**config.mk**
```make
export PLATFORM = sky130hd
export DESIGN_NAME = glyph_and_pixel_write_formatter
export DESIGN_NICKNAME = d
export VERILOG_FILES = /design/src/rtl/gpwf_pkg.sv /design/src/rtl/gpwf_lane.sv /design/src/rtl/glyph_and_pixel_write_formatter.sv
export VERILOG_INCLUDE_DIRS = /design/src /design/src/rtl
export SDC_FILE = /design/constraint.sdc
export NUM_CORES = 2
export LEC_CHECK = 0
export BUFFER_PORTS_ARGS = -buffer_cell sky130_fd_sc_hd__buf_4
export CAP_MARGIN = 25
export CELL_PAD_IN_SITES_DETAIL_PLACEMENT = 1
export CELL_PAD_IN_SITES_GLOBAL_PLACEMENT = 1
export CORE_MARGIN = 2
export CORE_UTILIZATION = 25
export DETAILED_ROUTE_END_ITERATION = 16
export PLACE_DENSITY = 0.55
export SYNTH_ARGS = -nofsm -noshare
export SYNTH_HDL_FRONTEND = slang
export SYNTH_SLANG_ARGS = --single-unit
```
**constraint.sdc**
```tcl
create_clock -name clock -period 31.7 [get_ports clock]
set_input_delay 0 -clock clock [delete_from_list [all_inputs] [get_ports clock]]
set_output_delay 0 -clock clock [all_outputs]
set_load 0.05 [all_outputs]
```
**src/rtl/glyph_and_pixel_write_formatter_defines.svh**
```systemverilog
// Assertion macros shared by the glyph and pixel write formatter.
`ifndef GLYPH_AND_PIXEL_WRITE_FORMATTER_DEFINES_SVH
`define GLYPH_AND_PIXEL_WRITE_FORMATTER_DEFINES_SVH

// Check a consequence in the same cycle as its cause.
`define GPWF_ASSERT_SAME(lbl, clk, rst, ante, cons, msg) \
   lbl: assert property (@(posedge clk) disable iff (rst) (ante) |-> (cons)) \
      else $error(msg);

// Check a consequence in the cycle after its cause.
`define GPWF_ASSERT_NEXT(lbl, clk, rst, ante, cons, msg) \
   lbl: assert property (@(posedge clk) disable iff (rst) (ante) |=> (cons)) \
      else $error(msg);

`endif

```
**src/rtl/gpwf_pkg.sv**
```systemverilog
// Package with shared types, constants and pixel helpers of the write formatter.
`timescale 1ns / 1ps
`default_nettype none

package gpwf_pkg;

   // Glyph geometry fixed by the font format
   localparam int GLYPH_WIDTH = 8;
   localparam int LANE_IDX_W  = $clog2(GLYPH_WIDTH);

   // Field widths
   localparam int ADDR_W  = 28;
   localparam int COLOR_W = 32;
   localparam int POS_W   = 12;
   localparam int DIM_W   = 13;
   localparam int PITCH_W = 16;
   localparam int BPP_W   = 8;
   localparam int NB_W    = 3;
   localparam int CSR_W   = 16;

   // Register indexes
   localparam logic [1:0] CSR_SCREEN_WIDTH  = 2'd0;
   localparam logic [1:0] CSR_SCREEN_HEIGHT = 2'd1;
   localparam logic [1:0] CSR_LINE_PITCH    = 2'd2;
   localparam logic [1:0] CSR_BITS_PER_PIX  = 2'd3;

   // Request operations
   localparam logic OP_PIXEL = 1'b0;
   localparam logic OP_GLYPH = 1'b1;

   // Supported depths and their byte counts
   localparam logic [BPP_W-1:0] BPP_16 = 8'd16;
   localparam logic [BPP_W-1:0] BPP_24 = 8'd24;
   localparam logic [BPP_W-1:0] BPP_32 = 8'd32;
   localparam logic [NB_W-1:0]  NB_NONE = 3'd0;
   localparam logic [NB_W-1:0]  NB_16   = 3'd2;
   localparam logic [NB_W-1:0]  NB_24   = 3'd3;
   localparam logic [NB_W-1:0]  NB_32   = 3'd4;

   // Per-request data handed to every lane
   typedef struct packed {
      logic [ADDR_W-1:0]  base;
      logic [POS_W-1:0]   pos_x;
      logic [NB_W-1:0]    nbytes;
      logic [COLOR_W-1:0] fg_px;
      logic [COLOR_W-1:0] bg_px;
   } lane_in_type;

   // Byte count for a depth, NB_NONE when the depth writes nothing
   function automatic logic [NB_W-1:0] bytes_for_depth(input logic [BPP_W-1:0] bpp);
      logic [NB_W-1:0] nb;
      nb = NB_NONE;
      priority if (bpp == BPP_32) nb = NB_32;
      else if (bpp == BPP_24) nb = NB_24;
      else if (bpp == BPP_16) nb = NB_16;
      else nb = NB_NONE;
      return nb;
   endfunction

   // Format a 0x00RRGGBB color for the given depth
   function automatic logic [COLOR_W-1:0] format_color(input logic [COLOR_W-1:0] color,
                                                       input logic [BPP_W-1:0]   bpp);
      logic [COLOR_W-1:0] px;
      px = '0;
      priority if (bpp == BPP_32) px = color;
      else if (bpp == BPP_24) px = {8'h00, color[23:0]};
      else px = {16'h0000, color[23:19], color[15:10], color[7:3]};
      return px;
   endfunction

endpackage

`default_nettype wire

```
**src/rtl/gpwf_lane.sv**
```systemverilog
// One pixel lane: column address and foreground or background selection.
`timescale 1ns / 1ps
`default_nettype none

module gpwf_lane
   import gpwf_pkg::*;
#(
   parameter int LANE = 0
) (
   input  lane_in_type        lane_in,
   input  logic               pix_on,
   output logic [ADDR_W-1:0]  lane_addr,
   output logic [COLOR_W-1:0] lane_data
);

   localparam logic [DIM_W-1:0] LaneOffset = DIM_W'(LANE);

   logic [DIM_W-1:0]   col_x;
   logic [DIM_W+1:0]   col_off;

   // Column of this lane, scaled by the pixel size
   always_comb begin
      col_x = {1'b0, lane_in.pos_x} + LaneOffset;
      unique case (lane_in.nbytes)
         NB_16:   col_off = {1'b0, col_x, 1'b0};
         NB_24:   col_off = {1'b0, col_x, 1'b0} + {2'b00, col_x};
         default: col_off = {col_x, 2'b00};
      endcase
   end

   assign lane_addr = lane_in.base + ADDR_W'(col_off);
   assign lane_data = pix_on ? lane_in.fg_px : lane_in.bg_px;

endmodule

`default_nettype wire

```
**src/rtl/glyph_and_pixel_write_formatter.sv**
```systemverilog
// Top level: request decode, clip, line address, pixel lanes and write bank.
//
//  channel | direction | handshake             | carries
//  req_    | in        | req_valid / req_ready | one pixel or one glyph row request
//  rsp_    | out       | rsp_valid / rsp_ready | one framebuffer write
//  csr_    | in        | csr_write_en          | screen size, pitch and depth
//
// The first write of a request appears at the result port once the request has
// passed the decode stage, the line stage and the write bank.
// A glyph row gives eight writes, a pixel one; the single result port drains
// the eight-lane bank one write a cycle while rsp_ready is high.
// Requests enter every cycle while the pipeline ahead has room; a stalled result
// port holds the bank, then the line stage, then the decode stage.
// Reset zeroes valid flags, bank index and CSRs, not data; no clearing pass.
`timescale 1ns / 1ps
`default_nettype none
`include "glyph_and_pixel_write_formatter_defines.svh"

module glyph_and_pixel_write_formatter
   import gpwf_pkg::*;
#(
   parameter int MAX_DIM      = 4096,
   parameter int GLYPH_HEIGHT = 16
) (
   input  logic               clock,
   input  logic               reset,
   // request channel
   input  logic               req_valid,
   output logic               req_ready,
   input  logic               req_op,
   input  logic [POS_W-1:0]   req_pos_x,
   input  logic [POS_W-1:0]   req_pos_y,
   input  logic [3:0]         req_glyph_row,
   input  logic [7:0]         req_glyph_bits,
   input  logic [COLOR_W-1:0] req_fg_color,
   input  logic [COLOR_W-1:0] req_back_color,
   // result channel
   output logic               rsp_valid,
   input  logic               rsp_ready,
   output logic [ADDR_W-1:0]  rsp_byte_address,
   output logic [COLOR_W-1:0] rsp_pixel_data,
   output logic [NB_W-1:0]    rsp_byte_count,
   output logic               rsp_last,
   // configuration
   input  logic               csr_write_en,
   input  logic [1:0]         csr_index,
   input  logic [CSR_W-1:0]   csr_write_data
);

   localparam int DimCapInt = (MAX_DIM > 8191) ? 8191 : MAX_DIM;
   localparam logic [DIM_W-1:0] DimCap = DIM_W'(DimCapInt);
   localparam logic [5:0] GlyphHeight = 6'(GLYPH_HEIGHT);
   localparam logic [LANE_IDX_W-1:0] LastLane = LANE_IDX_W'(GLYPH_WIDTH - 1);

   // Configuration registers
   logic [DIM_W-1:0]   width_ff, height_ff;
   logic [PITCH_W-1:0] pitch_ff;
   logic [BPP_W-1:0]   bpp_ff;
   logic [DIM_W-1:0]   dim_in;

   assign dim_in = (csr_write_data[DIM_W-1:0] > DimCap) ? DimCap : csr_write_data[DIM_W-1:0];

   always_ff @(posedge clock) begin
      if (reset) begin
         width_ff  <= '0;
         height_ff <= '0;
         pitch_ff  <= '0;
         bpp_ff    <= '0;
      end else if (csr_write_en) begin
         unique case (csr_index)
            CSR_SCREEN_WIDTH:  width_ff  <= dim_in;
            CSR_SCREEN_HEIGHT: height_ff <= dim_in;
            CSR_LINE_PITCH:    pitch_ff  <= csr_write_data[PITCH_W-1:0];
            CSR_BITS_PER_PIX:  bpp_ff    <= csr_write_data[BPP_W-1:0];
         endcase
      end
   end

   // Pipeline control
   logic s1_valid_ff, s2_valid_ff, bank_valid_ff;
   logic s1_keep, s1_leave, s1_free;
   logic s2_move, s2_free;
   logic bank_done, bank_free;
   logic [LANE_IDX_W-1:0] bank_idx_ff, bank_end_ff;

   assign bank_done = bank_valid_ff && rsp_ready && (bank_idx_ff == bank_end_ff);
   assign bank_free = !bank_valid_ff || bank_done;
   assign s2_move   = s2_valid_ff && bank_free;
   assign s2_free   = !s2_valid_ff || s2_move;
   assign s1_leave  = s1_valid_ff && (!s1_keep || s2_free);
   assign s1_free   = !s1_valid_ff || s1_leave;
   assign req_ready = s1_free;

   // Decode stage: hold the request
   logic               s1_op_ff;
   logic [POS_W-1:0]   s1_x_ff, s1_y_ff;
   logic [3:0]         s1_row_ff;
   logic [7:0]         s1_bits_ff;
   logic [COLOR_W-1:0] s1_fg_ff, s1_bg_ff;

   always_ff @(posedge clock) begin
      if (reset) s1_valid_ff <= 1'b0;
      else if (s1_free) s1_valid_ff <= req_valid;
   end

   always_ff @(posedge clock) begin
      if (req_valid && s1_free) begin
         s1_op_ff   <= req_op;
         s1_x_ff    <= req_pos_x;
         s1_y_ff    <= req_pos_y;
         s1_row_ff  <= req_glyph_row;
         s1_bits_ff <= req_glyph_bits;
         s1_fg_ff   <= req_fg_color;
         s1_bg_ff   <= req_back_color;
      end
   end

   // Decode stage: clip, line address and colour formatting
   logic [NB_W-1:0]    s1_nb;
   logic               s1_x_in, s1_y_in, s1_glyph_y_in, s1_row_in;
   logic [DIM_W-1:0]   s1_line;
   logic [DIM_W-1:0]   s1_glyph_limit;
   logic [DIM_W+PITCH_W-1:0] s1_prod;

   always_comb begin
      s1_nb          = bytes_for_depth(bpp_ff);
      s1_x_in        = {1'b0, s1_x_ff} < width_ff;
      s1_y_in        = {1'b0, s1_y_ff} < height_ff;
      s1_glyph_limit = height_ff - {{(DIM_W-6){1'b0}}, GlyphHeight};
      s1_glyph_y_in  = (height_ff < {{(DIM_W-6){1'b0}}, GlyphHeight})
                       || ({1'b0, s1_y_ff} < s1_glyph_limit);
      s1_row_in      = {2'b00, s1_row_ff} < GlyphHeight;
      if (s1_op_ff == OP_GLYPH) begin
         s1_keep = (s1_nb != NB_NONE) && s1_x_in && s1_glyph_y_in && s1_row_in;
         s1_line = {1'b0, s1_y_ff} + {{(DIM_W-4){1'b0}}, s1_row_ff};
      end else begin
         s1_keep = (s1_nb != NB_NONE) && s1_x_in && s1_y_in;
         s1_line = {1'b0, s1_y_ff};
      end
      s1_prod = s1_line * pitch_ff;
   end

   // Line stage: register the product and the formatted colours
   lane_in_type           s2_lane_ff;
   logic [7:0]            s2_bits_ff;
   logic [LANE_IDX_W-1:0] s2_end_ff;

   always_ff @(posedge clock) begin
      if (reset) s2_valid_ff <= 1'b0;
      else if (s2_free) s2_valid_ff <= s1_valid_ff && s1_keep;
   end

   always_ff @(posedge clock) begin
      if (s2_free && s1_valid_ff && s1_keep) begin
         s2_lane_ff.base   <= s1_prod[ADDR_W-1:0];
         s2_lane_ff.pos_x  <= s1_x_ff;
         s2_lane_ff.nbytes <= s1_nb;
         s2_lane_ff.fg_px  <= format_color(s1_fg_ff, bpp_ff);
         s2_lane_ff.bg_px  <= format_color(s1_bg_ff, bpp_ff);
         // a single pixel takes the foreground in lane zero
         s2_bits_ff        <= (s1_op_ff == OP_GLYPH) ? s1_bits_ff : 8'hFF;
         s2_end_ff         <= (s1_op_ff == OP_GLYPH) ? LastLane : '0;
      end
   end

   // Pixel lanes, leftmost pixel in lane zero
   logic [ADDR_W-1:0]  lane_addr [GLYPH_WIDTH];
   logic [COLOR_W-1:0] lane_data [GLYPH_WIDTH];

   for (genvar l = 0; l < GLYPH_WIDTH; l++) begin : g_lane
      gpwf_lane #(
         .LANE(l)
      ) u_lane (
         .lane_in  (s2_lane_ff),
         .pix_on   (s2_bits_ff[GLYPH_WIDTH-1-l]),
         .lane_addr(lane_addr[l]),
         .lane_data(lane_data[l])
      );
   end

   // Write bank: capture all lanes, then drain one write per cycle while rsp_ready is high
   logic [ADDR_W-1:0]  bank_addr_ff [GLYPH_WIDTH];
   logic [COLOR_W-1:0] bank_data_ff [GLYPH_WIDTH];
   logic [NB_W-1:0]    bank_nb_ff;

   always_ff @(posedge clock) begin
      if (reset) begin
         bank_valid_ff <= 1'b0;
         bank_idx_ff   <= '0;
      end else if (bank_free) begin
         bank_valid_ff <= s2_valid_ff;
         bank_idx_ff   <= '0;
      end else if (rsp_ready) begin
         bank_idx_ff   <= bank_idx_ff + 1'b1;
      end
   end

   always_ff @(posedge clock) begin
      if (s2_move) begin
         for (int l = 0; l < GLYPH_WIDTH; l++) begin
            bank_addr_ff[l] <= lane_addr[l];
            bank_data_ff[l] <= lane_data[l];
         end
         bank_nb_ff  <= s2_lane_ff.nbytes;
         bank_end_ff <= s2_end_ff;
      end
   end

   assign rsp_valid        = bank_valid_ff;
   assign rsp_byte_address = bank_addr_ff[bank_idx_ff];
   assign rsp_pixel_data   = bank_data_ff[bank_idx_ff];
   assign rsp_byte_count   = bank_nb_ff;
   assign rsp_last         = bank_idx_ff == bank_end_ff;

   // Conditions watched by the checks below
   logic rsp_mid_row, rsp_count_ok;

   assign rsp_mid_row  = rsp_valid && rsp_ready && !rsp_last;
   assign rsp_count_ok = (rsp_byte_count == NB_16) || (rsp_byte_count == NB_24)
                         || (rsp_byte_count == NB_32);

   // A kept request waiting at the bank enters as soon as the bank frees
   `GPWF_ASSERT_NEXT(a_bank_refill, clock, reset, s2_move, rsp_valid, "bank missed a refill")
   // A glyph row keeps writing until its last column
   `GPWF_ASSERT_NEXT(a_row_continues, clock, reset, rsp_mid_row, rsp_valid, "row ended early")
   // Every write carries a supported byte count
   `GPWF_ASSERT_SAME(a_byte_count, clock, reset, rsp_valid, rsp_count_ok, "bad byte count")

endmodule

`default_nettype wire
```
Word level (Yosys, flattened, before mapping)
Memory sizes are Yosys's and may differ from the RTL's. A register that Yosys moved wholly into a read port is not among the register bits. Cells that the tools add are included.

Register bits after elaboration: 281. Bits in writable memories: 480. Input port bits: 124. Output and inout bits: 66. Word-level logic and storage cells: 127. Memories kept: 2.

Add/sub/neg operators: 26. Multiply operators: 1. Order comparisons: 5. Eq/ne operators: 9. Muxes and demuxes: 33. Reductions and logical operators: 27.

Memories: bank_data_ff (words 8, width 32, rd ports 1, clocked after Yosys merged registers in 1, write ports 8, RTL line glyph_and_pixel_write_formatter.sv:183) `logic [COLOR_W-1:0] bank_data_ff [GLYPH_WIDTH];`; bank_addr_ff (words 8, width 28, rd ports 1, clocked after Yosys merged registers in 1, write ports 8, RTL line glyph_and_pixel_write_formatter.sv:182) `logic [ADDR_W-1:0] bank_addr_ff [GLYPH_WIDTH];`.

Operators with widths (count): 32-bit two-way mux (10); 15-bit case mux with 2 select lines (8); 28-bit by 15-bit adder with 28-bit output (8); 14-bit by 13-bit adder with 15-bit output (7); 12-bit by 3-bit adder with 13-bit output (second input constant) (4); 24-bit two-way mux (2); 12-bit by 13-bit < comparator with 1-bit output (3); 13-bit by 16-bit multiplier with 28-bit output (1); 12-bit by 2-bit adder with 13-bit output (second input constant) (2); 13-bit two-way mux (2); 3-bit two-way mux (6); 8-bit by 5-bit == test with 1-bit output (second input constant) (2); 13-bit by 12-bit adder with 14-bit output (1); 12-bit by 1-bit adder with 13-bit output (second input constant) (1); 12-bit by 4-bit adder with 13-bit output (1); 13-bit greater-than comparator (second input constant) (1); 13-bit by 5-bit < comparator with 1-bit output (second input constant) (1); 13-bit by 5-bit subtractor with 13-bit output (second input constant) (1); 1-bit logical AND (11); 8-bit by 6-bit == test with 1-bit output (second input constant) (1); 2-bit AND reduction (4); 3-bit by 2-bit == test with 1-bit output (second input constant) (2); 1-bit logical OR (5); 2-bit == test (second input constant) (2); other kinds (9) (15).

Depth between registers and ports, before layout
Word-level depth: 13. Gate-level depth with buffers: 30. Depth with buffers taken out: 29.

Modules after synthesis
A second synthesis with hierarchy kept.

Cell total of the unflattened synthesis: 5156. Area total of the unflattened synthesis: 56782.0 um^2.

Modules (own cells, without submodules): glyph_and_pixel_write_formatter (instances 1, cells an instance 2203, area each 35260.1 um^2, seq. area each 22231.3 um^2); gpwf_lane at g_lane[1].u_lane (instances 1, cells an instance 417, area each 2999.1 um^2, seq. area each 0.0 um^2); gpwf_lane at g_lane[5].u_lane (instances 1, cells an instance 391, area each 2907.8 um^2, seq. area each 0.0 um^2); gpwf_lane at g_lane[2].u_lane (instances 1, cells an instance 385, area each 2803.9 um^2, seq. area each 0.0 um^2); gpwf_lane at g_lane[4].u_lane (instances 1, cells an instance 377, area each 2800.2 um^2, seq. area each 0.0 um^2); gpwf_lane at g_lane[7].u_lane (instances 1, cells an instance 389, area each 2785.2 um^2, seq. area each 0.0 um^2); gpwf_lane at g_lane[3].u_lane (instances 1, cells an instance 378, area each 2730.1 um^2, seq. area each 0.0 um^2); gpwf_lane at g_lane[6].u_lane (instances 1, cells an instance 336, area each 2449.8 um^2, seq. area each 0.0 um^2); gpwf_lane at g_lane[0].u_lane (instances 1, cells an instance 280, area each 2045.7 um^2, seq. area each 0.0 um^2).

Worst setup path after synthesis
No wires, ideal clock.

Path type: register to register. Start point: register bank_idx_ff[0]. End point: memory bank_addr_ff[0][0], enable pin. Setup time: 1472 ps. Arrival: 24101 ps. Required time: 30228 ps. Setup slack: 6128 ps. Stages on the path, launching flop included: 5. Buffers on the path: 0. Cells stage by stage: dfxtp_1 -> or4_1 -> nand2_1 -> nand2_1 -> a21oi_1.

RTL lines: start, declared (RTL line glyph_and_pixel_write_formatter.sv:84) `logic [LANE_IDX_W-1:0] bank_idx_ff, bank_end_ff;`; start signal, assigned (RTL line glyph_and_pixel_write_formatter.sv:194) `bank_idx_ff <= bank_idx_ff + 1'b1;`; end, declared (RTL line glyph_and_pixel_write_formatter.sv:182).

Worst setup path after layout
Start point: register s1_y_ff[0]. End point: register s2_lane_ff[106] (netlist bit) (data pin).

Cells in the longest elaborated chain, start to end: 3.

Ends and longest elaborated chain: start, declared (RTL line glyph_and_pixel_write_formatter.sv:96) `logic [POS_W-1:0] s1_x_ff, s1_y_ff;`; start signal, assigned (RTL line glyph_and_pixel_write_formatter.sv:110) `s1_y_ff <= req_pos_y;`; 12-bit by 4-bit adder with 13-bit output (RTL line glyph_and_pixel_write_formatter.sv:135) `s1_line = {1'b0, s1_y_ff} + {{(DIM_W-4){1'b0}}, s1_row_ff};`; 13-bit two-way mux * (RTL line glyph_and_pixel_write_formatter.sv:133) `if (s1_op_ff == OP_GLYPH) begin`; 13-bit by 16-bit multiplier with 28-bit output * (RTL line glyph_and_pixel_write_formatter.sv:140) `s1_prod = s1_line * pitch_ff;`; via s1_prod[27] (RTL line glyph_and_pixel_write_formatter.sv:123) `logic [DIM_W+PITCH_W-1:0] s1_prod;`; end, declared (RTL line glyph_and_pixel_write_formatter.sv:144) `lane_in_type s2_lane_ff;`.

Mark *: on every way through the listed nets, which the timed path passes. The rest lies on a longest branch. A chain may end at the register's enable or synchronous reset.

==> results.ini <==
[placed_design]
gp_congestion=0.828
dp_hpwl_um=118000
dpl-instance-area_sq_mm=0.0560
portBuffers=189

[global_route]
grt_pass1_wl_um=249000
grt_usage_pct=15.6
met1_usage_pct=21.0
grt_use_met3_pct=2.38
grt_pass1_vias=39000
grtUsageMet2_pct=26.3
grt.busiest_layer=met2
antenna_found_initial=9
grt_remaining_overflow=0
grt_max_degree=182

[setup_path]
cp_data_arrival_time_ns=8.22
critPathTopFamily=adder cells
cp_slowest_cell=xnor2_1
critPathMaxStageDelay_ns=0.75
reg2regPathDepth=27
cp_common_cell=fa_1
path_class=register to register
required_ns=32.16
path_buf_inv=5
cp-end-kind=register
cp.depth=27
cp-start-kind=register
path_max_fanout=9

[synth]
synthTopCellsByArea=edfxtp_1 (40%), ha_1 (7.7%), mux2_2 (7.6%)
synth_seq_area_share_pct=42.6
yosys-top-cells-count=edfxtp_1 (691), nand2_1 (420), mux2_2 (349)
syn_avg_cell_area_sq_um=11.3
synth_top_area_share_pct=40.3
synth-seq-cells=750
synthesis.nets=5164
synth.distinct_cells=85
netlist_area_sq_mm=0.0515
async_flop_share_pct=0
synth_cells=4560
synth-edff-count=691
synthFlopType=edfxtp_1
yosysMostFrequentCell=edfxtp_1
yosys.area.top_type=edfxtp_1
yosysWarnings=0

[die]
ios=190
rows=166
start_util_pct=25.2
fp.dieArea_sq_mm=0.210
core_area_sq_mm=0.205
die_h_um=458
die_x_um=458

[layout]
drive_above_1_share_pct=17.6
fin_util_pct=29.8
nets=5511
final_area_sq_mm=0.0611
syn_to_final_growth_pct=18.6

[power]
peakVddDrop_mv=0.0390
p_leak_uw=0.0230
power_density_mw_per_mm2=36.8
totalPowerFinal_uw=2250

[min_path]
hp-class=primary input to register
holdPathStages=2

[clock_network]
cts_root_buffer=clkbuf_16
clockBufferDepth=3
clk_pin_slew_ns=0.07
cts_tree=done
htreeDepth=3
clock_sinks=750
numCtsBuffers=88
worstSkewPairLatency_ns=0.73

[drt]
firstDrtPassIters=5
vias=36700
wl_um=167000
drt_iter0_drc=2139
ant_nets=0
vias_per_cell=4.79
drc_errors=0
drt-wirelength-per-cell_um=21.7

[timing]
fin_crit_ns=7.76
slew-limit-headroom_pct=27.6
slew_viol_final=0
setup_viol=0
finalClockSkew_ns=0.0474
fin_crit_sh_pct=24.5
hold_viol_final=0
grt_setup_unrepaired=false
clock.fmax_mhz=129
tightest_slew_ns=1.09
tns_ns=0
hold_ws_ns=0.0437

[outcome]
status=finished, final reports clean

[run]
cap_violations=0

==> final cells by class <==
cell class / count / area, sq um
fill: 22700 / 144000
antenna: 4 / 10.0
multi-input combinational: 3295 / 27700
clock buffer: 114 / 2340
timing repair buffer: 482 / 4330
inverter: 290 / 1090
clock inverter: 44 / 310
tap: 2688 / 3360
sequential: 750 / 21900
==> per-stage QoR <==
step / cells / worst slack (ns)
2_1_floorplan: 4560 / 6.13
3_5_place_dp: 7263 / 23.84
4_1_cts: 7658 / 23.81
6_report: 7667 / 23.94
5_1_grt: 7664 / 23.34
3_3_place_gp: 7260 / 23.92
==> cell usage in the layout (no fill, tap or decap), drive strengths merged, types with 15 or more instances in the layout <==
cell type    synthesis  routed
a21o                44      44
or3                 26      26
and3                39      39
nand2              420     420
and2               116     116
o21a                51      51
nor2               284     284
clkinv               4      38
edfxtp             691     691
inv                286     290
nand3              103     103
mux2i               22      22
nor2b               62      62
o211ai              24      24
o21bai              21      21
o21ai              130     130
mux2               349     349
dfxtp               59      59
clkbuf             161     115
ha                 318     318
nor3                74      74
a31oi               21      21
nand2b              37      37
a21oi              273     273
xor2               103     103
a2111oi             15      15
xnor2              233     233
mux4               117     117
fa                 162     162
buf                 64     244
dlygate4sd3          0     237
a211oi              54      54
==> timing repair <==
action	in CTS	in global routing
gates resized for setup	0	0
hold buffers	237	0
setup buffers	0	0
hold endpoints to repair	171	0
==> path summary, 6_finish.rpt <==
check | startpoint | endpoint | slack, ns
worst min register to register | s2_end_ff[1] | bank_end_ff[1] | 0.42
worst max-delay path | s1_y_ff[0] | s2_lane_ff[106] | 23.94
worst min-delay path | req_back_color[6] | s1_bg_ff[6] | 0.04
worst max register to register | s1_y_ff[0] | s2_lane_ff[106] | 23.94
==> state kept, by name, summed over array words and instances (netlist names), 12 cells and up, named ones only <==
name          flops
height_ff        13
s1_bg_ff         32
pitch_ff         16
s2_lane_ff      107
s1_x_ff          12
bank_data_ff    256
bank_addr_ff    214
width_ff         13
s1_fg_ff         32
s1_y_ff          12
==> report_power, final <==
| group | total, uW | leakage [uW] | switching [uW] | internal, uW |
|---|---|---|---|---|
| Sequential | 1100 | 0.00695 | 14.2 | 1090 |
| Combinational | 181 | 0.0148 | 98.0 | 82.7 |
| Clock | 966 | 0.00127 | 442 | 523 |
==> metal layers <==
layer / wire length (um) / vias up
li1: - / 17200
met2: 78700 / 625
met1: 77300 / 18700
met4: 3970 / 6
met3: 6540 / 187
met5: 34 / -
==> kinds of logic (layout without fill, tap and decap cells) <==
group                    after synthesis  after routing  synth area share [%]
multiplexers                         488            488                  13.2
AND/OR/NAND/NOR                     1242           1242                  11.5
other                                  0              4                     0
flip-flops                           750            750                  42.6
adder cells (fa/ha/maj)              480            480                  14.0
buffers and inverters                515            930                  3.80
XOR/XNOR                             336            336                  5.71
AO/OA/AOI/OAI                        749            749                  9.29
Power figures use the tool's default switching activity.
